### config.mk
export PLATFORM = sky130hd
export DESIGN_NAME = abr_branch
export DESIGN_NICKNAME = d
export VERILOG_FILES = /design/src/rtl/abr_pkg.sv /design/src/rtl/abr_branch.sv
export SDC_FILE = /design/constraint.sdc
export NUM_CORES = 1
export LEC_CHECK = 0
export ABC_CLOCK_PERIOD_IN_PS = 7750
export BUFFER_PORTS_ARGS = -buffer_cell sky130_fd_sc_hd__buf_2
export CORE_AREA = 5 5 172 174
export DETAILED_ROUTE_END_ITERATION = 8
export DIE_AREA = 0 0 177 179
export GPL_TIMING_DRIVEN = 0
export MAX_ROUTING_LAYER = met4
export SYNTH_ARGS = -nofsm -noshare
export SYNTH_HDL_FRONTEND = slang
export SYNTH_SLANG_ARGS = --single-unit
export TNS_END_PERCENT = 5
### constraint.sdc
create_clock -name vclk -period 7.75
set_input_delay 1.55 -clock vclk [all_inputs]
set_output_delay 1.55 -clock vclk [all_outputs]
set_load 0.05 [all_outputs]
### src/rtl/abr_pkg.sv
// Shared operation codes, condition codes, constants and stage types for the execute stage.
`timescale 1ns / 1ps

package abr_pkg;

    localparam int unsigned XLEN = 64;

    // Operation codes
    localparam logic [4:0] OP_ADD     = 5'd0;
    localparam logic [4:0] OP_ADDS    = 5'd1;
    localparam logic [4:0] OP_AND     = 5'd2;
    localparam logic [4:0] OP_ANDS    = 5'd3;
    localparam logic [4:0] OP_EOR     = 5'd4;
    localparam logic [4:0] OP_ORR     = 5'd5;
    localparam logic [4:0] OP_SUB     = 5'd6;
    localparam logic [4:0] OP_SUBS    = 5'd7;
    localparam logic [4:0] OP_MUL     = 5'd8;
    localparam logic [4:0] OP_ADDI    = 5'd9;
    localparam logic [4:0] OP_ADDIS   = 5'd10;
    localparam logic [4:0] OP_SHIFT   = 5'd11;
    localparam logic [4:0] OP_SUBI    = 5'd12;
    localparam logic [4:0] OP_SUBIS   = 5'd13;
    localparam logic [4:0] OP_MEMADDR = 5'd14;
    localparam logic [4:0] OP_BR      = 5'd15;
    localparam logic [4:0] OP_B       = 5'd16;
    localparam logic [4:0] OP_CBZ     = 5'd17;
    localparam logic [4:0] OP_CBNZ    = 5'd18;
    localparam logic [4:0] OP_BCOND   = 5'd19;
    localparam logic [4:0] OP_HLT     = 5'd20;
    localparam logic [4:0] OP_NOP     = 5'd21;

    // B.cond condition codes
    localparam logic [3:0] COND_EQ = 4'h0;
    localparam logic [3:0] COND_NE = 4'h1;
    localparam logic [3:0] COND_GE = 4'hA;
    localparam logic [3:0] COND_LT = 4'hB;
    localparam logic [3:0] COND_GT = 4'hC;
    localparam logic [3:0] COND_LE = 4'hD;

    // imms value that selects a logical right shift
    localparam logic [5:0] IMMS_LSR = 6'h3F;
    // Zero register number
    localparam logic [4:0] ZERO_REG = 5'd31;
    // Instruction size in bytes
    localparam logic [XLEN-1:0] INSTR_BYTES = 64'd4;

    // One accepted instruction
    typedef struct packed {
        logic [4:0]      operation;
        logic [XLEN-1:0] operand_a;
        logic [XLEN-1:0] operand_b;
        logic [11:0]     immediate;
        logic [25:0]     displacement;
        logic [XLEN-1:0] instr_address;
        logic [4:0]      dest_register;
        logic [3:0]      condition;
        logic            predicted_taken;
        logic            target_buffer_missed;
        logic [XLEN-1:0] predicted_target;
    } item_t;

    // ALU outputs; multiply leaves partial products for the next stage
    typedef struct packed {
        logic [XLEN-1:0] result;
        logic            is_mul;
        logic [XLEN-1:0] prod_ll;
        logic [31:0]     prod_lh;
        logic [31:0]     prod_hl;
        logic            flags_we;
        logic            flag_n;
        logic            flag_z;
        logic            halt;
    } alu_out_t;

    // Branch resolution outputs
    typedef struct packed {
        logic            taken;
        logic            redirect;
        logic [XLEN-1:0] redirect_address;
        logic            train_valid;
        logic            train_taken;
        logic            train_conditional;
        logic [XLEN-1:0] train_target;
    } br_out_t;

    // Execute stage register contents
    typedef struct packed {
        alu_out_t alu;
        logic     negative_flag;
        logic     zero_flag;
        br_out_t  br;
    } exec_t;

endpackage

### src/rtl/abr_branch.sv
// Branch outcome, target, misprediction check and predictor training fields.
`timescale 1ns / 1ps

module abr_branch
(
    input  abr_pkg::item_t   item,
    input  logic             flag_n,
    input  logic             flag_z,
    input  logic             halt_seen,
    output abr_pkg::br_out_t br
);

    logic [63:0] ofs;
    logic [63:0] rel_target;
    logic [63:0] fall_through;
    logic [63:0] target;
    logic [63:0] next_pc;
    logic        branch_op;
    logic        conditional;
    logic        taken;
    logic        cond_ok;
    logic        redirect;

    // Word offset to byte offset, sign extended
    assign ofs          = {{36{item.displacement[25]}}, item.displacement, 2'b00};
    assign rel_target   = item.instr_address + ofs;
    assign fall_through = item.instr_address + abr_pkg::INSTR_BYTES;

    // Condition evaluation against stored flags
    always_comb
    begin
        case (item.condition)
            abr_pkg::COND_EQ: cond_ok = flag_z;
            abr_pkg::COND_NE: cond_ok = !flag_z;
            abr_pkg::COND_GE: cond_ok = !flag_n;
            abr_pkg::COND_LT: cond_ok = flag_n;
            abr_pkg::COND_GT: cond_ok = !flag_z && !flag_n;
            abr_pkg::COND_LE: cond_ok = flag_z || flag_n;
            default:          cond_ok = 1'b0;
        endcase
    end

    // Decode of branch kind and outcome
    always_comb
    begin
        branch_op   = 1'b1;
        conditional = 1'b0;
        taken       = 1'b0;
        target      = rel_target;
        case (item.operation)
            abr_pkg::OP_BR:
            begin
                taken  = 1'b1;
                target = item.operand_a;
            end
            abr_pkg::OP_B:     taken = 1'b1;
            abr_pkg::OP_CBZ:
            begin
                conditional = 1'b1;
                taken       = (item.operand_a == '0);
            end
            abr_pkg::OP_CBNZ:
            begin
                conditional = 1'b1;
                taken       = (item.operand_a != '0);
            end
            abr_pkg::OP_BCOND:
            begin
                conditional = 1'b1;
                taken       = cond_ok;
            end
            default:           branch_op = 1'b0;
        endcase
    end

    assign next_pc  = taken ? target : fall_through;
    assign redirect = (item.target_buffer_missed && !(conditional && !taken))
                   || (item.predicted_taken && (item.predicted_target != target))
                   || (item.predicted_taken != taken);

    // Everything zero unless a live branch resolves
    logic live;
    assign live = branch_op && !halt_seen;

    assign br.taken             = live && taken;
    assign br.redirect          = live && redirect;
    assign br.redirect_address  = (live && redirect) ? next_pc : '0;
    assign br.train_valid       = live;
    assign br.train_taken       = live && taken;
    assign br.train_conditional = live && conditional;
    assign br.train_target      = live ? next_pc : '0;

endmodule

======== Word level (Yosys, flattened, before mapping) ========
Cells that the tools add are included.
word-level totals
  flip-flop bits (word level) ............. 0
  input port bits ......................... 313
  output and inout bits ................... 133
  word-level logic and storage cells ...... 44
operators by class
  $add $sub $neg .......................... 2
  eq/ne operators ......................... 12
  muxes and demuxes ....................... 8
  reductions and logical operators ........ 22
operator list
  operator                 number
  $mux W64                 4
  $add A64 B3 Y64 const B  1
  $add A64 B64 Y64         1
  $logic_not A64 Y1        1
  $ne A64 B64 Y1           1
  $reduce_bool A64 Y1      1
  $eq A5 B5 Y1 const B     4
  $eq A4 B4 Y1 const B     4
  $logic_and A1 B1 Y1      8
  $pmux W1 S6              1
  $eq A5 B4 Y1 const B     1
  $logic_not A1 Y1         5
  $reduce_or A5 Y1         1
  $eq A4 B1 Y1 const B     1
  $logic_not A4 Y1         1
  $pmux W1 S4              1
  $logic_or A1 B1 Y1       3
  $reduce_or A3 Y1         1
  $mux W1                  2
  $reduce_or A2 Y1         1
  $ne A1 B1 Y1             1

======== Depth between registers and ports, before layout ========
Gate-level depths: netlist of the first run.
  depth in word-level cells ............... 12
  depth in mapped cells ................... 19
  mapped depth without buffers ............ 15

======== Worst setup path after synthesis of the first run ========
Ideal clock, no wire load.
  path type ............................... in2out
  start ................................... input port item[87] (netlist name)
  end ..................................... output port br[124] (netlist name)
  arrival time ............................ 7.027 ns
  required time ........................... 6.200 ns
  path slack .............................. -0.827 ns
  cell stages on the path ................. 13
  path buffers ............................ 1
  cells stage by stage .................... ha_1 -> buf_4 -> nand2_2 -> or3_1 -> o31a_1 -> a211oi_4 -> nor4_1 -> nor2_1 -> a21o_1 -> xnor2_1 -> a2111oi_0 -> nand2_1 -> nor2_1
RTL lines
  what             RTL line          source
  start, declared  abr_branch.sv:6   input abr_pkg::item_t item,
  end, declared    abr_branch.sv:10  output abr_pkg::br_out_t br

==> results.md, run 1 <==
Worst setup path:
- The critical path class is input port to output port.
- The required time at the endpoint of the critical path is 6.20 ns.
- The kind of end point of the critical path is an output port.
- STA classifies the critical path startpoint as an input port.
- The maximum net fanout on the critical path is 10.
- The data arrival time of the worst path is 6.38 ns.

Timing:
- The transition time of the tightest slew-check pin is 1.41 ns.
- Setup repair after global routing could not meet its margin everywhere.
- In this run the tightest slew margin relative to its limit is 0.0611.
- The final count of hold timing violations is 0.
- The tightest hold path in the finished design has a slack of 3.44 ns.
- The maximum frequency from static timing analysis is 0.126 GHz.
- The total setup violations reported at the end of the flow is 56.
- In the finished design, the share of the clock period the worst path needs comes to 1.02.
- After layout, the worst setup slack is -0.181 ns.
- The number of max-slew violations in the final report is 0.
- For the finished layout, the period the worst path requires is 7.93 ns.

Drt:
- The vias per cell is 6.44.
- The total iterations of the first detailed-routing run is 6.
- Dividing the detail-routed wire length by the instance count gives 29.5 microns.
- The number of design-rule violations left by the first detailed-router iteration is 1868.
- The via total after detailed routing is 15520.
- After detailed routing, the number of remaining DRC violations is 0.
- In this run the remaining antenna-violating nets after routing total 0.
- After detailed routing, the total wire length is 71000 microns.

Layout:
- The final cell count without fillers is 2410.
- The sequential cells in the finished layout cover a total of 0 sq um.
- Once layout is complete, the utilization of the core stands at 0.499.
- The total number of sequential cells is 0.
- The synthesis-to-finish area growth is 43.2%.
- The clock tree buffer count of the final layout is 0.
- The area of all placed cells without fillers is 0.0138 sq mm.
- The fraction of layout instances using a drive strength above 1 is 0.303.
- The count of nets after finishing is 2407.

Global route:
- The number of global-route vias before repair is 14848.
- The total congestion overflow after global routing is 0.
- For this run, the total global-route usage over all layers was measured as 0.434.
- The number of antenna violations at the first check in global routing is 2.
- The layer flagged by global routing as most heavily used is met2.
- The wire length of the first global-routing pass is 98800 microns.
- The maximum number of pins on one net before global-route repair is 38.
- The routing usage on met2 is 0.658.
- The met1 usage is 0.540.
- The met3 usage is 0.0846.

Placement:
- The number of placed instances, taps included, is 2382.
- The HPWL after detailed placement is 57500 microns.
- The number of buffers inserted by port buffering is 365.
- The post-place instance area is 0.0119 sq mm.
- The minimum setup slack after placement is -3.38 ns.
- The congestion estimate from routability-driven global placement came to 1.03.

Synthesis:
- The mean cell area of the mapped netlist is 5.88 sq um.
- Of the synthesized area, sequential elements account for 0.
- The post-synth net total is 2014.
- The area share of the leading cell type in the synthesized netlist is 0.108.
- Synthesis produced 1638 cells.
- The number of distinct library cell variants in the gate-level netlist after synthesis is 75.
- Ranked by total cell area, the synthesized netlist is headed by nand2_1 (11%), nor2_1 (8.3%), ha_1 (8.1%), a21oi_1 (7.5%), xnor2_1 (7.4%).
- The count of warnings emitted by yosys is 0.
- Summed over all instances, the cell type with the most area after synthesis is nand2_1.
- The mapped netlist covers 0.00963 sq mm.

Pwr:
- The clock group share of total power is 0.
- IR analysis of the VDD net gives a maximum drop of 0.0000387 V.
- The power density over cell area is 79.1 mW/mm^2.
- The static power due to leakage is 5.94 nW.
- The reported net switching power is 0.719 mW.
- The share of total power dissipated in sequential elements is 0.
- The internal cell power is 0.372 mW.
- Of the total power, the share spent switching nets is 0.659.
- The combinational fraction of design power is 1.000.

Floorplanning:
- The floorplan die height is 179 microns.
- The initial utilization of the core area, before any placement, comes to 0.348.
- The die covers 0.0317 sq mm.
- The horizontal extent of the die is 177 microns.
- The region available for standard cell placement spans 0.0276 sq mm.
- 446 I/O pins were placed.
- After floorplanning, the core was divided into 61 placement rows.

Outcome:
- The checks that failed: setup timing.
- The run finished, with violations left.

Worst hold path:
- The number of cells traversed by the worst hold path is 3.
- The type of the most critical hold path is input port to output port.
- For hold timing, the worst endpoint is br[64].
- The startpoint identified for the worst hold timing path is halt_seen.

Flow run:
- The tool flagged a number of max-cap violations equal to 0.
worst max-delay path, cell delays in order:
cell and delay [ns]:
buf_2 0.19, nor4_1 0.89, nand4_1 0.32, nor4_1 0.38, mux2_2 0.39, nor3_1 0.43
clkbuf_1 0.59, nand2_1 0.14, clkbuf_1 0.62, clkbuf_1 0.45, nand2_1 0.21, nor2_4 0.06
buf_6 0.15
synth_stat cells, types with 5 or more instances:
library cell	number
nor2_1	212
nor3_1	54
nand4_1	53
o21ai_1	5
buf_1	12
and2_1	10
or3_1	13
o2111ai_1	11
buf_6	5
o22ai_1	5
a211o_1	12
a21o_1	22
nor4_1	41
xnor2_1	81
mux2i_1	12
o21a_1	19
clkbuf_1	75
o21ai_0	96
ha_1	62
and3_1	31
nor3b_1	5
inv_1	28
xor2_1	66
nand3_1	53
a211oi_1	39
nand3b_1	9
o31ai_1	8
nand2b_1	15
o31a_1	5
o211ai_1	21
nand2_1	277
a21oi_1	144
o21bai_1	6
or4_1	9
o311ai_0	6
a2111oi_0	8
nor2b_1	6
a311oi_1	6
a31oi_1	18
power groups by stage:
stage / clock (mW) / sequential, mW / combinational [mW]
6_report: 0.0000000519 / 0 / 1.09
5_1_grt: 0.0000000345 / 0 / 1.15
4_1_cts: 0 / 0 / 1.03
3_5_place_dp: 0 / 0 / 0.935
3_3_place_gp: 0 / 0 / 0.936
2_1_floorplan: 0 / 0 / 0.571
metal layers:
metal,share of wire,vias up
met3,0.10,264
met1,0.39,7363
met5,0,-
met2,0.43,1053
met4,0.076,0
li1,-,6840
cell type report:
| class | count | area [sq um] |
|---|---|---|
| tap | 378 | 473 |
| timing repair buffer | 410 | 2680 |
| multi-input combinational | 1510 | 10000 |
| antenna | 3 | 7.51 |
| fill | 2933 | 13800 |
| inverter | 30 | 113 |
| buffer | 79 | 492 |
repair_timing:
item,CTS,global route
gates resized for setup,363,55
hold buffers,0,0
pin swaps,34,18
cloned,2,2
setup endpoints to repair,132,73
hold endpoints to repair,0,0
setup buffers,28,13
cell families (layout without fill, tap and decap cells):
logic type	Yosys count	after routing	share of synthesized area
XOR/XNOR	147	147	0.134
AND/OR/NAND/NOR	807	807	0.391
buffers and inverters	128	519	0.0556
adder cells (fa/ha/maj)	63	63	0.0827
AO/OA/AOI/OAI	478	478	0.321
other	0	3	0
multiplexers	15	15	0.0160
through the flow:
stage	setup TNS, ns	total power, mW
finish	-4.41	1.09
global route	-10.64	1.15
CTS	-1.88	1.03
detailed placement	-337.98	0.935
global placement	-342.99	0.936
floorplan	-0.390	0.571
worst max path at each step:
| stage | start | endpoint | slack (ns) | depth (start not counted) |
|---|---|---|---|---|
| 3_3_place_gp | item[309] | br[92] | -3.47 | 19 |
| 6_report | item[272] | br[86] | -0.18 | 13 |
| 3_5_place_dp | item[309] | br[92] | -3.38 | 19 |
| 4_1_cts | item[139] | br[97] | -0.06 | 23 |
| 2_1_floorplan | item[309] | br[71] | -0.15 | 14 |
| 5_1_grt | item[92] | br[104] | -0.21 | 21 |
cell usage in the layout, fill, tap and decap left out, drive strengths merged, types with 21 or more instances in the layout:
| master | instances |
|---|---|
| a211oi | 40 |
| a21o | 22 |
| a21oi | 144 |
| and3 | 31 |
| buf | 426 |
| clkbuf | 59 |
| ha | 62 |
| inv | 28 |
| nand2 | 278 |
| nand3 | 53 |
| nand4 | 53 |
| nor2 | 212 |
| nor3 | 54 |
| nor4 | 41 |
| o211ai | 21 |
| o21ai | 101 |
| xnor2 | 81 |
| xor2 | 66 |
No activity file was read; power rests on OpenSTA's default activity.
==> inputs of run 2 (changes only) <==
ABC_AREA = 1   (was not set)
CORE_AREA = 5 5 169 171   (was 5 5 172 174)
DIE_AREA = 0 0 174 176   (was 0 0 177 179)
PLACE_DENSITY = 0.73   (was not set)
==> run 2 against run 1 <==
Net effect: count of clock-buffer cells in the layout is the same; cell count is 33% higher; combinational power is 7% lower; first-iteration DRC count down 12%; largest cell class unchanged; global-route usage decreased by 3.2 points; sequential cell count unchanged; the run now ends clean; critical path depth is 9 higher; largest power group unchanged; synthesized area rose by 21%; via count increased by 12%.
==> results.md, run 2 <==
Synthesis:
- The library cell with the highest instance count after synthesis is nand2_1.
- In this run the mean area of a mapped cell was 4.69 sq um.
- The number of different library cells used by synthesis comes to 45.
- The count of mapped cells out of synthesis is 2493.
- In the post-synthesis netlist, the biggest area contributors are nand2_1 (30%), inv_1 (16%), nand3_1 (13%), nor2_1 (6.8%), ha_1 (6.6%).
- The area share of the leading cell type in the synthesized netlist is 0.299.
- The register area share after synthesis is 0.
- The post-synth net total is 2869.
- Ranked by instance count, the synthesized netlist is headed by nand2_1 (931), inv_1 (496), nand3_1 (315).
- The post-synthesis cell area is 0.0117 sq mm.
- Yosys printed 0 warnings.
- The biggest area contributor in the post-synthesis netlist is nand2_1.

Global route:
- The number of antenna violations at the first check in global routing came to 2.
- The number of global-route vias before repair is 16407.
- Across every metal layer, demand over resource in global routing totals 0.402.
- Entering global routing, the biggest net connects 38 pins.
- The total congestion overflow after global routing is 0.
- The first global-routing pass estimated 93000 microns of wire.

Clock network:
- The quantity of gates resized following cts is 0.
- The number of buffers inserted by hold repair at cts is 0.
- The number of setup buffers added after CTS is 0.

Floorplanning:
- For this design the top-level I/O count stands at 446.
- The die footprint is 0.0306 sq mm.
- The initial core utilization is 0.437.
- The row count is 60.
- The region available for standard cell placement spans 0.0267 sq mm.
- The horizontal extent of the die is 174 microns.
- The die is 176 microns tall.

Timing:
- The total setup violations reported at the end of the flow is 0.
- The final count of hold timing violations is 0.
- Derived from the worst setup path, the maximum achievable clock frequency is 0.138 GHz.
- The worst pin sits at a relative slew slack of 0.346.
- Setup repair after global routing left no endpoint under its margin.
- Final hold analysis gives a worst-case slack of 3.46 ns.
- Adding up every negative setup slack in the final design gives 0 ns.
- The transition time of the tightest slew-check pin is 0.971 ns.
- The number of max-slew violations in the final report is 0.
- The final critical delay including setup and external delays is 7.26 ns.
- Of the available clock period, the critical path in the final layout requires 0.937.

Placement:
- The cell count after placement is 3199.
- The final estimated routing congestion in global placement is 1.06.
- The HPWL after detailed placement is 57000 microns.
- The count of buffers added on input and output ports is 365.
- The post-place instance area is 0.0139 sq mm.

Layout:
- The commonest non-fill, non-tap cell in the layout is nand2_1.
- The final cell count without fillers is 3201.
- The count of nets after finishing is 3236.
- In the final layout, the share of cells above drive strength 1 is 0.177.
- Clock buffers in the final layout number 0.
- The area of all placed cells without fillers is 0.0139 sq mm.
- Summing all flip-flop and latch instances after layout gives 0 sq um.
- Relative to the synthesized area, the layout overhead comes to 19.3%.
- The total number of sequential cells is 0.
- Counting the fill cells in the layout gives 3089.
- In the layout the commonest cells are nand2_1 (931), inv_1 (496), buf_2 (382).

Worst setup path:
- STA classifies the critical path startpoint as an input port.
- In this run the worst setup path begins at item[164].
- The required time at the endpoint of the critical path is 6.20 ns.
- The data arrival time of the worst path is 5.71 ns.
- By startpoint and endpoint, the worst setup path is classified as input port to output port.
- The kind of end point of the critical path is an output port.
- The end of the critical path is br[112].
- The maximum net fanout on the critical path is 37.

Drt:
- The average wire length per cell after detail routing is 20.0 microns.
- The final wirelength is 64000 microns.
- The total iterations of the first detailed-routing run is 6.
- The vias per cell is 5.43.
- The count of nets left with antenna violations after detail routing is 0.
- The detailed router placed 17370 vias in this run.
- The number of design-rule violations left by the first detailed-router iteration is 1652.
- The total DRC errors in the routed layout is 0.

Pwr:
- For this design the static power due to leakage is 8.98 nW.
- In this run the power density over the cells is 72.3 mW/mm^2.
- VDD sags by at most 0.0000303 V.

Flow run:
- The number of max-capacitance violations reported is 0.

Worst hold path:
- The type of the most critical hold path is input port to output port.
- The beginning of the worst hold path is halt_seen.

Outcome:
- The run finished with clean final reports.
[run 2: worst min-delay path by stage]
stage | end | cells after the start
floorplan | br[64] | 1
global placement | br[64] | 3
detailed placement | br[64] | 3
CTS | br[64] | 3
global route | br[64] | 3
finish | br[64] | 3
[run 2: cell type report]
class,count,area [sq um],area share
Antenna cell,2,5.00,0.000359
Buffer,51,320,0.0230
Inverter,509,1910,0.137
Multi-Input combinational cell,1933,9460,0.678
Tap cell,341,427,0.0306
Timing Repair Buffer,365,1830,0.131
[run 2: per-layer routing]
| metal | up-vias | wire length [microns] | part of all wire | global-route usage |
|---|---|---|---|---|
| met1 | 7620 | 23300 | 0.36 | 0.437 |
| met3 | 249 | 5100 | 0.080 | 0.0355 |
| met2 | 1032 | 29300 | 0.46 | 0.678 |
| met5 | - | 0 | 0 | - |
| li1 | 8469 | - | - | - |
| met4 | 0 | 6190 | 0.097 | 0.321 |
[run 2: report_power, final]
part	switching, mW	leakage (nW)	internal (mW)
sequential	0	0	0
clock	0	0.0000127	0.0000000347
combinational	0.710	8.98	0.298
total	0.710	8.98	0.298
[run 2: cells by family (layout without fill, tap and decap cells)]
group / Yosys count / in the layout / synth area share
adders and majority gates: 63 / 63 / 0.0681
xor gates and xnor gates: 47 / 47 / 0.0352
and+or+nand+nor: 1629 / 1629 / 0.601
muxes: 2 / 2 / 0.00193
AOI/OAI and AO/OA: 192 / 192 / 0.103
buffers and inverters: 560 / 925 / 0.191
other: 0 / 2 / 0
[run 2: through the flow]
stage	power (mW)	setup slack, ns	util
CTS	0.983	0.618	0.522
global placement	0.969	0.670	0.522
global route	1.09	0.171	0.522
finish	1.01	0.490	0.522
floorplan	0.624	1.79	-
detailed placement	0.979	0.625	0.522
[run 2: worst max-delay path, stage by stage]
cell and delay, ns:
buf_2 0.56, ha_1 0.47, nand2_1 0.15, inv_1 0.05, a21oi_1 0.23, a21boi_0 0.21, nand2_1 0.11, a21oi_1 0.44
nand2_1 0.14, nand2_1 0.09, nand3_1 0.11, nand3_1 0.10, nand3_1 0.10, nor2_1 0.11, nand2_1 0.05, nor2_1 0.13
nand3_1 0.20, nand2_2 0.16, buf_8 0.19, buf_12 0.17, a21oi_2 0.09, buf_2 0.26
==> inputs of run 3 (changes only) <==
GPL_TIMING_DRIVEN = not set   (was 0)
==> run 3 against run 2 <==
Net effect: via count down 3.4%; worst setup slack gained 0.074 ns; core utilization down 0.76 points; largest power group unchanged; global-route usage down 2.9 points; non-clock buffer count fell by 42; cell count fell by 1.4%.
==> results.md, run 3 (synthesized netlist as in run 2, its figures left out) <==
Worst setup path:
- The sum of buffers and inverters on the critical path is 4.
- The maximum net fanout on the critical path is 65.
- Among all stages on the critical path, the largest delay is contributed by buf_2.
- STA puts the critical path data required time at 6.20 ns.
- By instance count, the cell type seen most on the critical path is nand2_1.
- The kind of end point of the critical path is an output port.
- The critical path class is input port to output port.
- STA puts the critical path data arrival time at 5.64 ns.
- The family with the most delay on the worst path is simple AND/OR/NAND/NOR gates.
- The critical path goes through buf_2 -> ha_1 -> nand2_1 -> inv_1 -> nand2_1 -> nand3_1 -> a21oi_1 -> nand2_1 -> a21oi_1 -> nand2_1 -> nand2_1 -> nand3_1 -> nand3_1 -> nand3_1 -> nor2_1 -> nand2_1 -> nor2_1 -> nand3_1 -> nand2_4 -> buf_12 -> a21oi_1 -> buf_2.
- For this run, the slowest stage of the critical path takes 0.59 ns.
- STA classifies the critical path startpoint as an input port.

Drt:
- In the routed layout, each cell is associated on average with a via count of 5.31.
- Detailed routing inserted a total of 16772 vias.
- For this block, wires on met1 add up to 22400 microns.
- The total DRC errors in the routed layout is 0.
- In this run, the number of DRC markers left after iteration 0 of detailed routing was 1539.
- Detailed routing placed a total of 3670 microns of wire on met3.
- The count of nets left with antenna violations after detail routing is 0.
- The pre-antenna-repair detailed-routing pass consisted of 7 iterations.
- Wire segments on met2 add up to 27800 microns in the final route.
- Summed over all layers, the routed wires come to 59100 microns.
- The highest metal layer with signal wires is met4.
- The average wire length per cell after detail routing is 18.7 microns.

Flow run:
- The number of max-capacitance violations reported is 0.

Floorplanning:
- 446 I/O pins were placed.
- The die covers 0.0306 sq mm.
- After floorplanning, the core was divided into 60 placement rows.
- The floorplan die height is 176 microns.
- The total area inside the core boundary comes to 0.0267 sq mm.
- In this run the horizontal extent of the chip is 174 microns.
- For this configuration, the core starts out at a cell density of 0.437.

Layout:
- The clock tree buffer count of the final layout is 0.
- The library cell used most frequently in the layout, excluding fill and tap cells, is nand2_1.
- The design has 0 sequential cells.
- Across the whole layout, storage elements account for 0 sq um.
- At the end of the flow the core is filled with cells to 0.514.
- The final layout contains 3194 nets.
- 0 antenna diodes ended up in the layout.
- The top cell types in the final layout, fill and taps aside, are nand2_1 (931), inv_1 (496), buf_2 (365).
- The synthesis-to-finish area growth is 17.6%.
- The final cell count without fillers is 3157.
- The fraction of layout instances using a drive strength above 1 is 0.174.

Pwr:
- Across the VDD grid, the largest voltage drop is 0.0000383 V.
- The power density over cell area is 70.8 mW/mm^2.
- The design draws 0.974 mW.
- The static power due to leakage is 8.88 nW.

Timing:
- The final critical delay including setup and external delays is 7.19 ns.
- Setup total negative slack on the finished layout was measured at 0 ns.
- Hold is met by 3.47 ns.
- The final count of hold timing violations is 0.
- The post-route fraction of the period consumed by the critical path is 0.927.
- The number of max-slew violations in the final report is 0.
- Setup repair after global routing left no endpoint under its margin.
- For this run, the top clock speed supported by timing is 0.139 GHz.
- The worst pin sits at a relative slew slack of 0.242.
- For the pin with the worst max-slew slack, the measured transition is 1.14 ns.
- Setup violations remaining at the end of the flow were counted as 0.

Placement:
- Including well taps, the total number of placed cells is 3157.
- The congestion estimate from routability-driven global placement came to 1.05.
- Summed over all nets, the half-perimeter wirelength after detailed placement is 51900 microns.
- The count of buffers added on input and output ports is 365.

Global route:
- The wire length of the first global-routing pass is 87800 microns.
- The total congestion overflow after global routing is 0.
- The number of global-route vias before repair is 15699.
- In the global route stage, overall resource usage came out at 0.373.
- The number of antenna violations at the first check in global routing came to 0.
- The maximum number of pins on one net before global-route repair is 70.

Worst hold path:
- The type of the most critical hold path is input port to output port.
- The worst hold path begins at halt_seen.
- The capture endpoint of the worst hold path is br[64].
- The worst hold path passes through 3 cells.

Clock network:
- Post-CTS timing repair inserted 0 buffers for setup.
- After clock tree synthesis, the repair step resized 0 gates.
- The number of buffers inserted by hold repair at cts is 0.

Outcome:
- The flow ran to the end, and the final reports show no timing, DRC or antenna violations.
-- run 3: changes by cell type in the layout (fill, tap and decap cells not counted), moves of 2 or more --
cell / delta
buf_12: -3
buf_2: -17
buf_4: +5
clkbuf_1: -24
diode_2: -2
-- run 3: per-stage QoR --
| stage | area, sq um | setup WS [ns] |
|---|---|---|
| final | 13700 | 0.565 |
| after global routing | 13700 | 0.324 |
| after CTS | 13700 | 0.659 |
| after detailed placement | 13700 | 0.659 |
| after global placement | 13700 | 0.767 |
| after floorplan | 11700 | 1.79 |
-- run 3: routing by layer --
metal	up-vias	GRT usage
li1	8396	-
met1	7420	0.407
met2	788	0.647
met3	168	0.0289
met4	0	0.262
met5	-	-
-- run 3: worst max path at each step --
stage / startpoint / to / slack [ns] / cells after the start
2_1_floorplan: item[77] / br[71] / 1.79 / 22
3_3_place_gp: item[164] / br[78] / 0.77 / 22
3_5_place_dp: item[164] / br[70] / 0.66 / 21
4_1_cts: item[164] / br[70] / 0.66 / 21
5_1_grt: item[164] / br[74] / 0.32 / 22
6_report: item[164] / br[70] / 0.56 / 22
-- run 3: final cells by class --
cell class                      instances  area, sq um
Fill cell                            3070        13000
Inverter                              509         1910
Multi-Input combinational cell       1933         9490
Tap cell                              341          427
Timing Repair Buffer                  374         1920
-- run 3: where the power goes --
| part | switching, mW | total, mW | internal (mW) | leakage [nW] |
|---|---|---|---|---|
| registers | 0 | 0 | 0 | 0 |
| clock network | 0 | 0 | 0 | 0 |
| logic | 0.683 | 0.974 | 0.290 | 8.88 |
